[config.mk]
export PLATFORM = sky130hd
export DESIGN_NAME = dedup_endpoint_hint_fifo_unit
export DESIGN_NICKNAME = d
export VERILOG_FILES = /design/src/rtl/dehf_pkg.sv /design/src/rtl/dedup_endpoint_hint_fifo_unit.sv /design/src/rtl/dehf_ram.sv /design/src/rtl/dehf_ctrl.sv /design/src/rtl/dehf_dp.sv
export SDC_FILE = /design/constraint.sdc
export NUM_CORES = 2
export LEC_CHECK = 0
export BUFFER_PORTS_ARGS = -buffer_cell sky130_fd_sc_hd__buf_2
export CORE_MARGIN = 5
export CORE_UTILIZATION = 50
export CTS_BUF_LIST = sky130_fd_sc_hd__clkbuf_8
export CTS_CLUSTER_SIZE = 20
export DETAILED_ROUTE_END_ITERATION = 7
export GPL_TIMING_DRIVEN = 0
export MAX_ROUTING_LAYER = met4
export PLACE_DENSITY = 0.77
export SYNTH_ARGS = -nofsm -noshare
export SYNTH_HDL_FRONTEND = slang
export SYNTH_SLANG_ARGS = --single-unit
[constraint.sdc]
create_clock -name clk -period 13 [get_ports clk]
set_clock_uncertainty 0.2 [all_clocks]
set_input_delay 1.3 -clock clk [delete_from_list [all_inputs] [get_ports clk]]
set_output_delay 1.3 -clock clk [all_outputs]
set_load 0.01 [all_outputs]
[src/rtl/dehf_pkg.sv]
// Shared types and constants for the deduplicating endpoint hint queue.
// Used by the controller, the datapath, the top level and the testbench.
package dehf_pkg;

  localparam int DEPTH_DEF = 16;
  localparam int ADDR_W    = 64;
  localparam int PORT_W    = 16;
  localparam int ENTRY_W   = 2 * ADDR_W + PORT_W;
  localparam int COUNT_W   = 5;

  localparam logic OP_PUSH = 1'b0;
  localparam logic OP_POP  = 1'b1;

  localparam logic [2:0] ST_ADDED     = 3'd0;
  localparam logic [2:0] ST_DUPLICATE = 3'd1;
  localparam logic [2:0] ST_INVALID   = 3'd2;
  localparam logic [2:0] ST_FULL      = 3'd3;
  localparam logic [2:0] ST_POPPED    = 3'd4;
  localparam logic [2:0] ST_EMPTY     = 3'd5;

  typedef struct packed {
    logic       load;
    logic       scan;
    logic       rd_pop;
    logic       pop_take;
    logic       push_write;
    logic       set_status;
    logic [2:0] status;
    logic       out_load;
  } dehf_cmd_t;

  typedef struct packed {
    logic is_push;
    logic invalid;
    logic empty;
    logic full;
    logic scan_done;
    logic match;
    logic out_busy;
  } dehf_sts_t;

endpackage

[src/rtl/dedup_endpoint_hint_fifo_unit.sv]
// Top level of the deduplicating endpoint hint queue.
// Depends on dehf_pkg, dehf_ctrl, dehf_dp and dehf_ram.

// Bounded FIFO of endpoints (128-bit address, 16-bit port) that refuses
// duplicates. Each accepted beat yields exactly one result beat. A push
// with a clear addr_valid or a zero port is refused at once; otherwise the
// queued entries are read from the entry RAM one per cycle and compared
// against the new endpoint, so a push's scan runs over every queued entry
// through that single RAM read port. One item is in work at a time; the
// next beat is taken as soon as the result sits in the output register,
// even while the consumer stalls it. No clearing pass is needed after
// reset.
module dedup_endpoint_hint_fifo_unit
  import dehf_pkg::*;
#(
  parameter int DEPTH = DEPTH_DEF
) (
  input  logic               clk,
  input  logic               rst_n,
  input  logic               in_valid,
  output logic               in_stall,
  input  logic               in_op,
  input  logic [ADDR_W-1:0]  in_addr_hi,
  input  logic [ADDR_W-1:0]  in_addr_lo,
  input  logic [PORT_W-1:0]  in_port,
  input  logic               in_addr_valid,
  output logic               out_valid,
  input  logic               out_stall,
  output logic [2:0]         out_status,
  output logic [ADDR_W-1:0]  out_addr_hi,
  output logic [ADDR_W-1:0]  out_addr_lo,
  output logic [PORT_W-1:0]  out_port,
  output logic               out_pending,
  output logic [COUNT_W-1:0] out_count
);

  dehf_cmd_t cmd;
  dehf_sts_t sts;

  dehf_ctrl u_ctrl (
    .clk      (clk),
    .rst_n    (rst_n),
    .in_valid (in_valid),
    .in_stall (in_stall),
    .sts      (sts),
    .cmd      (cmd)
  );

  dehf_dp #(
    .DEPTH (DEPTH)
  ) u_dp (
    .clk           (clk),
    .rst_n         (rst_n),
    .in_op         (in_op),
    .in_addr_hi    (in_addr_hi),
    .in_addr_lo    (in_addr_lo),
    .in_port       (in_port),
    .in_addr_valid (in_addr_valid),
    .out_valid     (out_valid),
    .out_stall     (out_stall),
    .out_status    (out_status),
    .out_addr_hi   (out_addr_hi),
    .out_addr_lo   (out_addr_lo),
    .out_port      (out_port),
    .out_pending   (out_pending),
    .out_count     (out_count),
    .cmd           (cmd),
    .sts           (sts)
  );

  a_busy_after_accept: assert property (
    @(posedge clk) disable iff (!rst_n)
    (in_valid && !in_stall) |=> in_stall
  ) else $error("input taken again right after a beat was accepted");

  a_no_write_when_full: assert property (
    @(posedge clk) disable iff (!rst_n)
    cmd.push_write |-> (!sts.full && !sts.match && sts.is_push)
  ) else $error("entry written on a full queue or a duplicate");

  a_payload_zero: assert property (
    @(posedge clk) disable iff (!rst_n)
    (out_valid && (out_status != ST_POPPED)) |->
      (out_addr_hi == '0 && out_addr_lo == '0 && out_port == '0)
  ) else $error("endpoint payload nonzero on a result that is not a pop");

  a_load_only_when_free: assert property (
    @(posedge clk) disable iff (!rst_n)
    cmd.out_load |-> !(out_valid && out_stall)
  ) else $error("result register overwritten while stalled");

endmodule

[src/rtl/dehf_ram.sv]
// Generic single-write, single-read RAM with a registered read port.
// Depends on nothing; holds the queued endpoints.
module dehf_ram #(
  parameter int WIDTH = 8,
  parameter int DEPTH = 16,
  localparam int AW = (DEPTH > 1) ? $clog2(DEPTH) : 1
) (
  input  logic             clk,
  input  logic             we,
  input  logic [AW-1:0]    waddr,
  input  logic [WIDTH-1:0] wdata,
  input  logic             re,
  input  logic [AW-1:0]    raddr,
  output logic [WIDTH-1:0] rdata
);

  logic [WIDTH-1:0] mem [DEPTH];
  logic [WIDTH-1:0] rdata_r;

  always_ff @(posedge clk) begin
    if (we) begin
      mem[waddr] <= wdata;
    end
    if (re) begin
      rdata_r <= mem[raddr];
    end
  end

  assign rdata = rdata_r;

endmodule

[src/rtl/dehf_ctrl.sv]
// Sequencing state machine of the endpoint hint queue.
// Depends on dehf_pkg; drives the datapath by commands, reads its status.
module dehf_ctrl
  import dehf_pkg::*;
(
  input  logic       clk,
  input  logic       rst_n,
  input  logic       in_valid,
  output logic       in_stall,
  input  dehf_sts_t  sts,
  output dehf_cmd_t  cmd
);

  localparam logic [2:0] S_IDLE  = 3'd0;
  localparam logic [2:0] S_CHECK = 3'd1;
  localparam logic [2:0] S_SCAN  = 3'd2;
  localparam logic [2:0] S_POP   = 3'd3;
  localparam logic [2:0] S_DONE  = 3'd4;

  logic [2:0] state_r;
  logic [2:0] state_nxt;

  always_comb begin
    state_nxt = state_r;
    cmd = '0;
    unique case (state_r)
      S_IDLE: begin
        if (in_valid) begin
          cmd.load  = 1'b1;
          state_nxt = S_CHECK;
        end
      end
      S_CHECK: begin
        if (sts.is_push) begin
          if (sts.invalid) begin
            cmd.set_status = 1'b1;
            cmd.status     = ST_INVALID;
            state_nxt      = S_DONE;
          end else begin
            state_nxt = S_SCAN;
          end
        end else if (sts.empty) begin
          cmd.set_status = 1'b1;
          cmd.status     = ST_EMPTY;
          state_nxt      = S_DONE;
        end else begin
          cmd.rd_pop = 1'b1;
          state_nxt  = S_POP;
        end
      end
      S_SCAN: begin
        cmd.scan = 1'b1;
        if (sts.scan_done) begin
          cmd.set_status = 1'b1;
          state_nxt      = S_DONE;
          if (sts.match) begin
            cmd.status = ST_DUPLICATE;
          end else if (sts.full) begin
            cmd.status = ST_FULL;
          end else begin
            cmd.status     = ST_ADDED;
            cmd.push_write = 1'b1;
          end
        end
      end
      S_POP: begin
        cmd.pop_take   = 1'b1;
        cmd.set_status = 1'b1;
        cmd.status     = ST_POPPED;
        state_nxt      = S_DONE;
      end
      S_DONE: begin
        if (!sts.out_busy) begin
          cmd.out_load = 1'b1;
          state_nxt    = S_IDLE;
        end
      end
      default: begin
        state_nxt = S_IDLE;
      end
    endcase
  end

  always_ff @(posedge clk) begin
    if (!rst_n) begin
      state_r <= S_IDLE;
    end else begin
      state_r <= state_nxt;
    end
  end

  assign in_stall = (state_r != S_IDLE);

endmodule

[src/rtl/dehf_dp.sv]
// Datapath of the endpoint hint queue: circular entry store, pointers,
// duplicate compare pipeline and result registers. Depends on dehf_pkg
// and dehf_ram.
module dehf_dp
  import dehf_pkg::*;
#(
  parameter int DEPTH = DEPTH_DEF
) (
  input  logic               clk,
  input  logic               rst_n,
  input  logic               in_op,
  input  logic [ADDR_W-1:0]  in_addr_hi,
  input  logic [ADDR_W-1:0]  in_addr_lo,
  input  logic [PORT_W-1:0]  in_port,
  input  logic               in_addr_valid,
  output logic               out_valid,
  input  logic               out_stall,
  output logic [2:0]         out_status,
  output logic [ADDR_W-1:0]  out_addr_hi,
  output logic [ADDR_W-1:0]  out_addr_lo,
  output logic [PORT_W-1:0]  out_port,
  output logic               out_pending,
  output logic [COUNT_W-1:0] out_count,
  input  dehf_cmd_t          cmd,
  output dehf_sts_t          sts
);

  localparam int AW = (DEPTH > 1) ? $clog2(DEPTH) : 1;
  localparam int CW = $clog2(DEPTH + 1);
  localparam logic [AW-1:0] LAST_IDX = AW'(DEPTH - 1);
  localparam logic [CW-1:0] FULL_CNT = CW'(DEPTH);
  localparam logic [CW:0]   DEPTH_W  = (CW + 1)'(DEPTH);

  logic [AW-1:0]      head_r, head_nxt;
  logic [CW-1:0]      count_r, count_nxt;
  logic [AW-1:0]      rp_r, rp_nxt;
  logic [CW-1:0]      remain_r, remain_nxt;
  logic               cmp_vld_r, cmp_vld_nxt;
  logic               match_r, match_nxt;
  logic               op_r;
  logic               addr_valid_r;
  logic [ENTRY_W-1:0] key_r;
  logic [2:0]         res_status_r;
  logic [ENTRY_W-1:0] res_data_r;
  logic               out_valid_r, out_valid_nxt;
  logic [2:0]         out_status_r;
  logic [ENTRY_W-1:0] out_data_r;
  logic [CW-1:0]      out_cnt_r;

  logic               scan_issue;
  logic               rd_en;
  logic [ENTRY_W-1:0] rd_data;
  logic               hit;
  logic [CW:0]        tail_sum;
  logic [CW:0]        tail_wrap;
  logic [AW-1:0]      tail;
  logic [CW+COUNT_W-1:0] cnt_ext;

  dehf_ram #(
    .WIDTH (ENTRY_W),
    .DEPTH (DEPTH)
  ) u_ram (
    .clk   (clk),
    .we    (cmd.push_write),
    .waddr (tail),
    .wdata (key_r),
    .re    (rd_en),
    .raddr (rp_r),
    .rdata (rd_data)
  );

  assign tail_sum  = (CW + 1)'(head_r) + {1'b0, count_r};
  assign tail_wrap = (tail_sum >= DEPTH_W) ? (tail_sum - DEPTH_W) : tail_sum;
  assign tail      = tail_wrap[AW-1:0];

  assign scan_issue = cmd.scan && (remain_r != '0);
  assign rd_en      = scan_issue || cmd.rd_pop;
  assign hit        = cmp_vld_r && (rd_data == key_r);

  always_comb begin
    head_nxt    = head_r;
    count_nxt   = count_r;
    rp_nxt      = rp_r;
    remain_nxt  = remain_r;
    cmp_vld_nxt = 1'b0;
    match_nxt   = match_r || hit;
    if (cmd.load) begin
      rp_nxt     = head_r;
      remain_nxt = count_r;
      match_nxt  = 1'b0;
    end
    if (scan_issue) begin
      rp_nxt      = (rp_r == LAST_IDX) ? '0 : rp_r + 1'b1;
      remain_nxt  = remain_r - 1'b1;
      cmp_vld_nxt = 1'b1;
    end
    if (cmd.push_write) begin
      count_nxt = count_r + 1'b1;
    end
    if (cmd.pop_take) begin
      head_nxt  = (head_r == LAST_IDX) ? '0 : head_r + 1'b1;
      count_nxt = count_r - 1'b1;
    end
  end

  always_comb begin
    out_valid_nxt = out_valid_r;
    if (out_valid_r && !out_stall) begin
      out_valid_nxt = 1'b0;
    end
    if (cmd.out_load) begin
      out_valid_nxt = 1'b1;
    end
  end

  always_ff @(posedge clk) begin
    if (!rst_n) begin
      head_r      <= '0;
      count_r     <= '0;
      rp_r        <= '0;
      remain_r    <= '0;
      cmp_vld_r   <= 1'b0;
      match_r     <= 1'b0;
      out_valid_r <= 1'b0;
    end else begin
      head_r      <= head_nxt;
      count_r     <= count_nxt;
      rp_r        <= rp_nxt;
      remain_r    <= remain_nxt;
      cmp_vld_r   <= cmp_vld_nxt;
      match_r     <= match_nxt;
      out_valid_r <= out_valid_nxt;
    end
  end

  always_ff @(posedge clk) begin
    if (cmd.load) begin
      op_r         <= in_op;
      addr_valid_r <= in_addr_valid;
      key_r        <= {in_addr_hi, in_addr_lo, in_port};
      res_data_r   <= '0;
    end
    if (cmd.pop_take) begin
      res_data_r <= rd_data;
    end
    if (cmd.set_status) begin
      res_status_r <= cmd.status;
    end
    if (cmd.out_load) begin
      out_status_r <= res_status_r;
      out_data_r   <= res_data_r;
      out_cnt_r    <= count_r;
    end
  end

  assign sts.is_push   = (op_r == OP_PUSH);
  assign sts.invalid   = !addr_valid_r || (key_r[PORT_W-1:0] == '0);
  assign sts.empty     = (count_r == '0);
  assign sts.full      = (count_r == FULL_CNT);
  assign sts.scan_done = (remain_r == '0) && !cmp_vld_r;
  assign sts.match     = match_r;
  assign sts.out_busy  = out_valid_r && out_stall;

  assign cnt_ext     = {{COUNT_W{1'b0}}, out_cnt_r};
  assign out_valid   = out_valid_r;
  assign out_status  = out_status_r;
  assign out_addr_hi = out_data_r[ENTRY_W-1 -: ADDR_W];
  assign out_addr_lo = out_data_r[PORT_W +: ADDR_W];
  assign out_port    = out_data_r[PORT_W-1:0];
  assign out_pending = (out_cnt_r != '0);
  assign out_count   = cnt_ext[COUNT_W-1:0];

endmodule

# == Word-level counts from Yosys, hierarchy flattened ==
# Memories as Yosys holds them, arrays and structs flattened. A register that Yosys moved wholly into a read port is not among the register bits.
# Index checks and enable logic that the tools add are counted.
# totals
input_bits,150
n_memories,1
ram_bits,2304
regBits,469
output_inout_bits,155
latchBits,0
elab_cells,103
mem_bits_ro,0
# classes
n_shift,0
n_bitwise,1
n_reduce_logical,24
multipliers,0
order_cmp,1
eq_ne,11
n_addsub,7
div,0
n_mux,42
# memory_table
name,depth,width,rd,rd_ports_with_merged_regs,write_ports,line,source
u_dp.u_ram.mem,16,144,1,1,1,dehf_ram.sv:17,logic [WIDTH-1:0] mem [DEPTH];
# ops
operator,n
144-bit two-way mux,2
144-bit == test,1
4-bit two-way mux,8
5-bit two-way mux,5
3-bit two-way mux,6
1-bit two-way mux,17
16-bit zero test,1
3-bit case mux with 5 select lines,1
4-bit case mux with 3 select lines,1
5-bit zero test,2
5-bit nonzero test,2
5-bit by 1-bit subtractor with 5-bit output (second input constant),2
4-bit by 1-bit adder with 4-bit output (second input constant),2
4-bit == test (second input constant),2
2-bit nonzero test,4
4-bit by 5-bit adder with 6-bit output,1
3-bit by 2-bit == test with 1-bit output (second input constant),2
6-bit by 5-bit >= comparator with 1-bit output (second input constant),1
2-bit inequality test (second input constant),3
5-bit by 1-bit adder with 5-bit output (second input constant),1
5-bit == test (second input constant),1
1-bit logical AND,5
2-bit two-way mux,2
4-bit by 1-bit subtractor with 4-bit output (second input constant),1
other kinds (9),13

# == Longest topological paths before layout ==
# depth
word_depth,7
ltp_mapped,13
depth_no_buf,10

# == By module ==
# Synthesis repeated with hierarchy kept, for this count alone.
# unflattened
cells_unflattened,4834
hier_area_um2,108644.2
# modules_own_cells
mod,seq_area_each_um2,cells_per_inst,area_per_inst_um2,instances
dehf_ram,73510.5,3773,90885.9,1
dehf_dp,13783.2,1020,17438.0,1
dehf_ctrl,60.1,41,320.3,1

# == Least setup slack after synthesis ==
# No wires, ideal clock.
# synth_timing
kind,input -> register
from,input port out_stall
to,register u_dp.out_cnt_r[0] (netlist: u_dp.out_count[0]) (enable)
cell_stages,1
n_path_buf,0
t_arrival_ns,8.627
slack_ns,3.459
cell_sequence,a21oi_1
# synth_between
elab_chain_len,3
# synth_rtl
item,line,source
"start, declared",dedup_endpoint_hint_fifo_unit.sv:28,"input logic out_stall,"
1-bit logical AND,dehf_dp.sv:162,assign sts.out_busy = out_valid_r && out_stall;
1-bit two-way mux,dehf_ctrl.sv:73,if (!sts.out_busy) begin
1-bit two-way mux,dehf_ctrl.sv:26,unique case (state_r)
"end signal, assigned",dehf_dp.sv:152,out_cnt_r <= count_r;
"end, declared",dehf_dp.sv:48,logic [CW-1:0] out_cnt_r;
# No other way between the ends.
# A chain may end at the register's enable or synchronous reset.

# == Worst setup path after layout ==
# layout_timing
from,register u_dp.remain_r[0]
to,memory u_dp.u_ram.mem[3][91] (netlist name) (enable)
# layout_between
elab_chain_len,6
# layout_rtl
item,line,source
"start, declared",dehf_dp.sv:37,"logic [CW-1:0] remain_r, remain_nxt;"
"start signal, assigned",dehf_dp.sv:129,remain_r <= remain_nxt;
5-bit zero test,dehf_dp.sv:160,assign sts.scan_done = (remain_r == '0) && !cmp_vld_r;
1-bit logical AND,dehf_dp.sv:160,
5-bit two-way mux,dehf_ctrl.sv:53,if (sts.scan_done) begin
1-bit two-way mux,dehf_ctrl.sv:26,
1-bit two-way mux,dehf_ram.sv:21,if (we) begin
1-bit two-way mux (not written as such),dehf_ram.sv:22,mem[waddr] <= wdata;
"end, declared",dehf_ram.sv:17,
# No other way between the ends.

==> flow_summary_export.csv <==
group,metric,value,unit
critical_path,cp_max_fo,21,
sta,post-route-min-period,4700,ps
drt,route.vias.total,53900,
floorplanning,core_area,215000,µm²
synth,synth-edff-count,2893,
place,io_buffer_count,304,
sta,rsz0062_at_grt,"no",
clocking,ctsLongestPathBuffers,4,
cells_and_area,synthToLayoutAreaGrowth,15.0,%
global_route,grt_pass1_vias,54000,
critical_path,r2r_start,"u_dp.remain_r[0]$_SDFFE_PN0P_",
synth,avgSynthCellArea,24.5,µm²
power,p_leak,39.2,nW
drt,route.detailed.drc,13,
synth,yosysSeqAreaShare,80.6,%
power,ir_drop,0.118,mV
cells_and_area,n_fill_cell,14400,
global_route,grt_pass1_wl,412000,µm
drt,wirelength,297000,µm
critical_path,critPathSlowestCell,"nor2_4",
synth,synth_area_leader_cell,"edfxtp_1",
sta,whs,113,ps
drt,dr.pass1.iters,8,
power,p_int,14.1,mW
cells_and_area,multiInputGateArea,19900,µm²
place,place_congestion,0.917,
critical_path,cp-startpoint,"u_dp.remain_r[0]$_SDFFE_PN0P_",
clocking,post_cts_buffers,0,
critical_path,cpPeakStageDelay,800,ps
clocking,holdBufCountCts,0,
synth,yosysTopAreaCellShare,80.2,%
critical_path,cp.arrival,5280,ps
critical_path,path_depth,13,
floorplanning,fp.dieW,475,µm
sta,fin_crit_sh,36.1,%
synth,synth-async-reset-ratio,0,%
clocking,cts_inserted_buffers,446,
place,hpwlAfterDp,195000,µm
global_route,antenna_found_initial,24,
power,power_density,145,nW/µm²
power,p_comb_share,2.2,%
critical_path,crit_chain,"inv_1 -> ha_1 -> or4b_1 -> buf_2 -> nor3b_2 -> and2_1 -> nand3_1 -> nor2_4 -> buf_12 -> buf_12 -> buf_16 -> buf_16 -> buf_16",
drt,drt_iter0_markers,9623,
clocking,htreeDepth,5,
synth,synth_nets,4574,
clocking,clk_pin_slew_worst_paths,60,ps
global_route,grt_overflow_total,0,
drt,drtAntennaViolNets,0,
critical_path,crit_path_end,"u_dp.u_ram.mem[3][91]$_DFFE_PP_",
synth,synth_cell_type_count,56,
critical_path,r2r_slack,8300,ps
synth,synth_area_leaders,"edfxtp_1 80%, mux4_2 15%, and2_1 0.71%, xnor2_1 0.52%, dfxtp_1 0.44%",
floorplanning,rows,170,
outcome,outcome,"finished, violations left",
floorplanning,dieArea,226000,µm²
synth,synth_cells,4412,
synth,ys_warn_count,0,
sta,setup_viol,0,
power,power.share.clock,38.3,%
sta,slew_viol_final,11,
floorplanning,ios,305,
clocking,cts_sinks,2917,
critical_path,cp_common_cell,"buf_16",
synth,syn-cell-area,108000,µm²
synth,yosysMostFrequentCell,"edfxtp_1",
cells_and_area,finalInstanceArea,125000,µm²
critical_path,cp_top_family,"simple AND/OR/NAND/NOR gates",
outcome,violations,"DRC, capacitance limit, slew limit",
place,dpl.cell_count,7691,
synth,synth_seq_cells,2917,
cells_and_area,drive_above_1_share,31.6,%
clocking,clk_latency,1170,ps
sta,timing_hold_violations_final,0,
global_route,grt_use_total,27.1,%
sta,slew_headroom,-6.04,%
global_route,grt_max_degree,61,
min_path,hp-class,"in2reg",
flow_run,cap_violations,2,
critical_path,cp_num_buf_inv,7,
drt,wl_per_cell,34.9,µm
drt,via_per_inst,6.33,
sta,max_freq,213,MHz
clocking,cts_resized,0,
power,pwr-share-seq,59.4,%
critical_path,end_kind,"flip-flop",
sta,tightest_slew,1590,ps
clocking,cts_tree,"done",
critical_path,worstSetupPathType,"reg2reg",
power,switchingPower,3.93,mW
clocking,root_buffer,"clkbuf_8",
cells_and_area,stdcell_count,8515,
synth,synth_common_cells,"2,893 x edfxtp_1, 720 x mux4_2, 123 x and2_1",
critical_path,r2r_cells,13,
cells_and_area,nets,5464,
place,place_area,117000,µm²
power,switching_share,21.8,%
synth,synth_ff_type,"edfxtp_1",
floorplanning,die_height,475,µm
critical_path,required,13580,ps
critical_path,startpoint_type,"flip-flop",
critical_path,r2r_end,"u_dp.u_ram.mem[3][91]$_DFFE_PP_",
floorplanning,start_util,50.4,%
cells_and_area,register_area,87400,µm²
[final cells by class]
| class | count | area share (%) |
|---|---|---|
| Inverter | 68 | 0.209 |
| Clock inverter | 346 | 1.35 |
| Clock buffer | 453 | 5.00 |
| Buffer | 184 | 0.810 |
| Tap cell | 2838 | 2.85 |
| Timing Repair Buffer | 442 | 3.66 |
| Antenna cell | 24 | 0.0482 |
| Sequential cell | 2917 | 70.1 |
| Multi-Input combinational cell | 1243 | 15.9 |
[worst min path at each step]
stage               cells past startpoint                                from                             end  slack [ps]
floorplan                               0    u_dp.res_data_r[0]$_SDFFCE_PN0P_    u_dp.out_data_r[0]$_DFFE_PP_         200
global placement                        0  u_dp.res_data_r[121]$_SDFFCE_PN0P_  u_dp.out_data_r[121]$_DFFE_PP_         210
detailed placement                      0  u_dp.res_data_r[118]$_SDFFCE_PN0P_  u_dp.out_data_r[118]$_DFFE_PP_         200
CTS                                     1                      in_addr_hi[18]        u_dp.key_r[98]$_DFFE_PP_          50
global route                            1                      in_addr_hi[18]        u_dp.key_r[98]$_DFFE_PP_          60
finish                                  1                      in_addr_hi[18]        u_dp.key_r[98]$_DFFE_PP_         110
[placed cells by master (no fill, tap or decap), drive strengths merged, types with 4 or more instances in the layout]
| cell type | synthesis | layout |
|---|---|---|
| a22oi | 4 | 4 |
| a22o | 10 | 10 |
| nand3 | 9 | 9 |
| nand4 | 21 | 21 |
| nand2 | 35 | 35 |
| bufinv | 0 | 10 |
| clkinvlp | 0 | 7 |
| dfxtp | 24 | 24 |
| inv | 67 | 219 |
| clkinv | 1 | 178 |
| nor3 | 5 | 5 |
| a2111oi | 4 | 4 |
| a21boi | 6 | 6 |
| o22ai | 22 | 22 |
| xor2 | 29 | 29 |
| o21ai | 13 | 13 |
| clkbuf | 82 | 535 |
| nor2b | 15 | 15 |
| mux4 | 720 | 720 |
| diode | 0 | 24 |
| o2bb2ai | 6 | 6 |
| ha | 10 | 10 |
| xnor2 | 64 | 64 |
| and3 | 4 | 4 |
| nor2 | 55 | 55 |
| a21oi | 13 | 13 |
| edfxtp | 2893 | 2893 |
| a221oi | 9 | 9 |
| nand2b | 8 | 8 |
| nor3b | 5 | 5 |
| and2 | 123 | 123 |
| nor4 | 22 | 22 |
| buf | 102 | 544 |
[sequential cells by signal, indices dropped and copies added (netlist names)]
register / cells
u_dp.cmp_vld_r: 1
u_dp.u_ram.rdata: 144
u_dp.rp_r: 4
u_dp.out_status: 3
u_dp.count_r: 5
u_dp.key_r: 144
u_dp.addr_valid_r: 1
u_ctrl.state_r: 3
u_dp.remain_r: 5
u_dp.res_status_r: 3
u_dp.out_data_r: 144
u_dp.u_ram.mem: 2304
u_dp.res_data_r: 144
u_dp.out_count: 5
u_dp.out_valid: 1
u_dp.match_r: 1
u_dp.head_r: 4
u_dp.op_r: 1
[cells by family after synthesis]
| group | share of synthesized area, % |
|---|---|
| xor+xnor | 0.752 |
| simple gates | 1.60 |
| mux | 15.0 |
| fa+ha+maj | 0.152 |
| buf+inv | 1.16 |
| compound gates | 0.703 |
| flops | 80.6 |
[through the flow]
step | TNS [ps] | utilization (%) | worst slack (ps) | total power, mW
6_report | 0 | 57.9 | 8300 | 18.0
5_1_grt | 0 | 57.9 | 8230 | 18.6
4_1_cts | 0 | 57.9 | 8410 | 18.0
3_5_place_dp | 0 | 54.2 | 8490 | 11.3
3_3_place_gp | -8414560 | 52.7 | -3930 | 11.3
2_1_floorplan | 0 | - | 3460 | 11.0
[per-layer routing]
layer	routed length (µm)	vias to the layer above	GRT usage [%]
met4	17600	0	13.5
li1	-	20600	-
met1	100000	27600	35.1
met3	43900	834	8.73
met2	136000	4811	39.2
met5	0	-	-
[power groups by stage]
stage | clock network [mW] | logic [mW] | registers, mW
after floorplan | 0 | 0.180 | 10.8
after global placement | 0 | 0.374 | 10.9
after detailed placement | 0 | 0.399 | 10.9
after CTS | 6.95 | 0.402 | 10.7
after global routing | 7.45 | 0.418 | 10.7
final | 6.90 | 0.402 | 10.7
(Power assumes the default switching activity.)
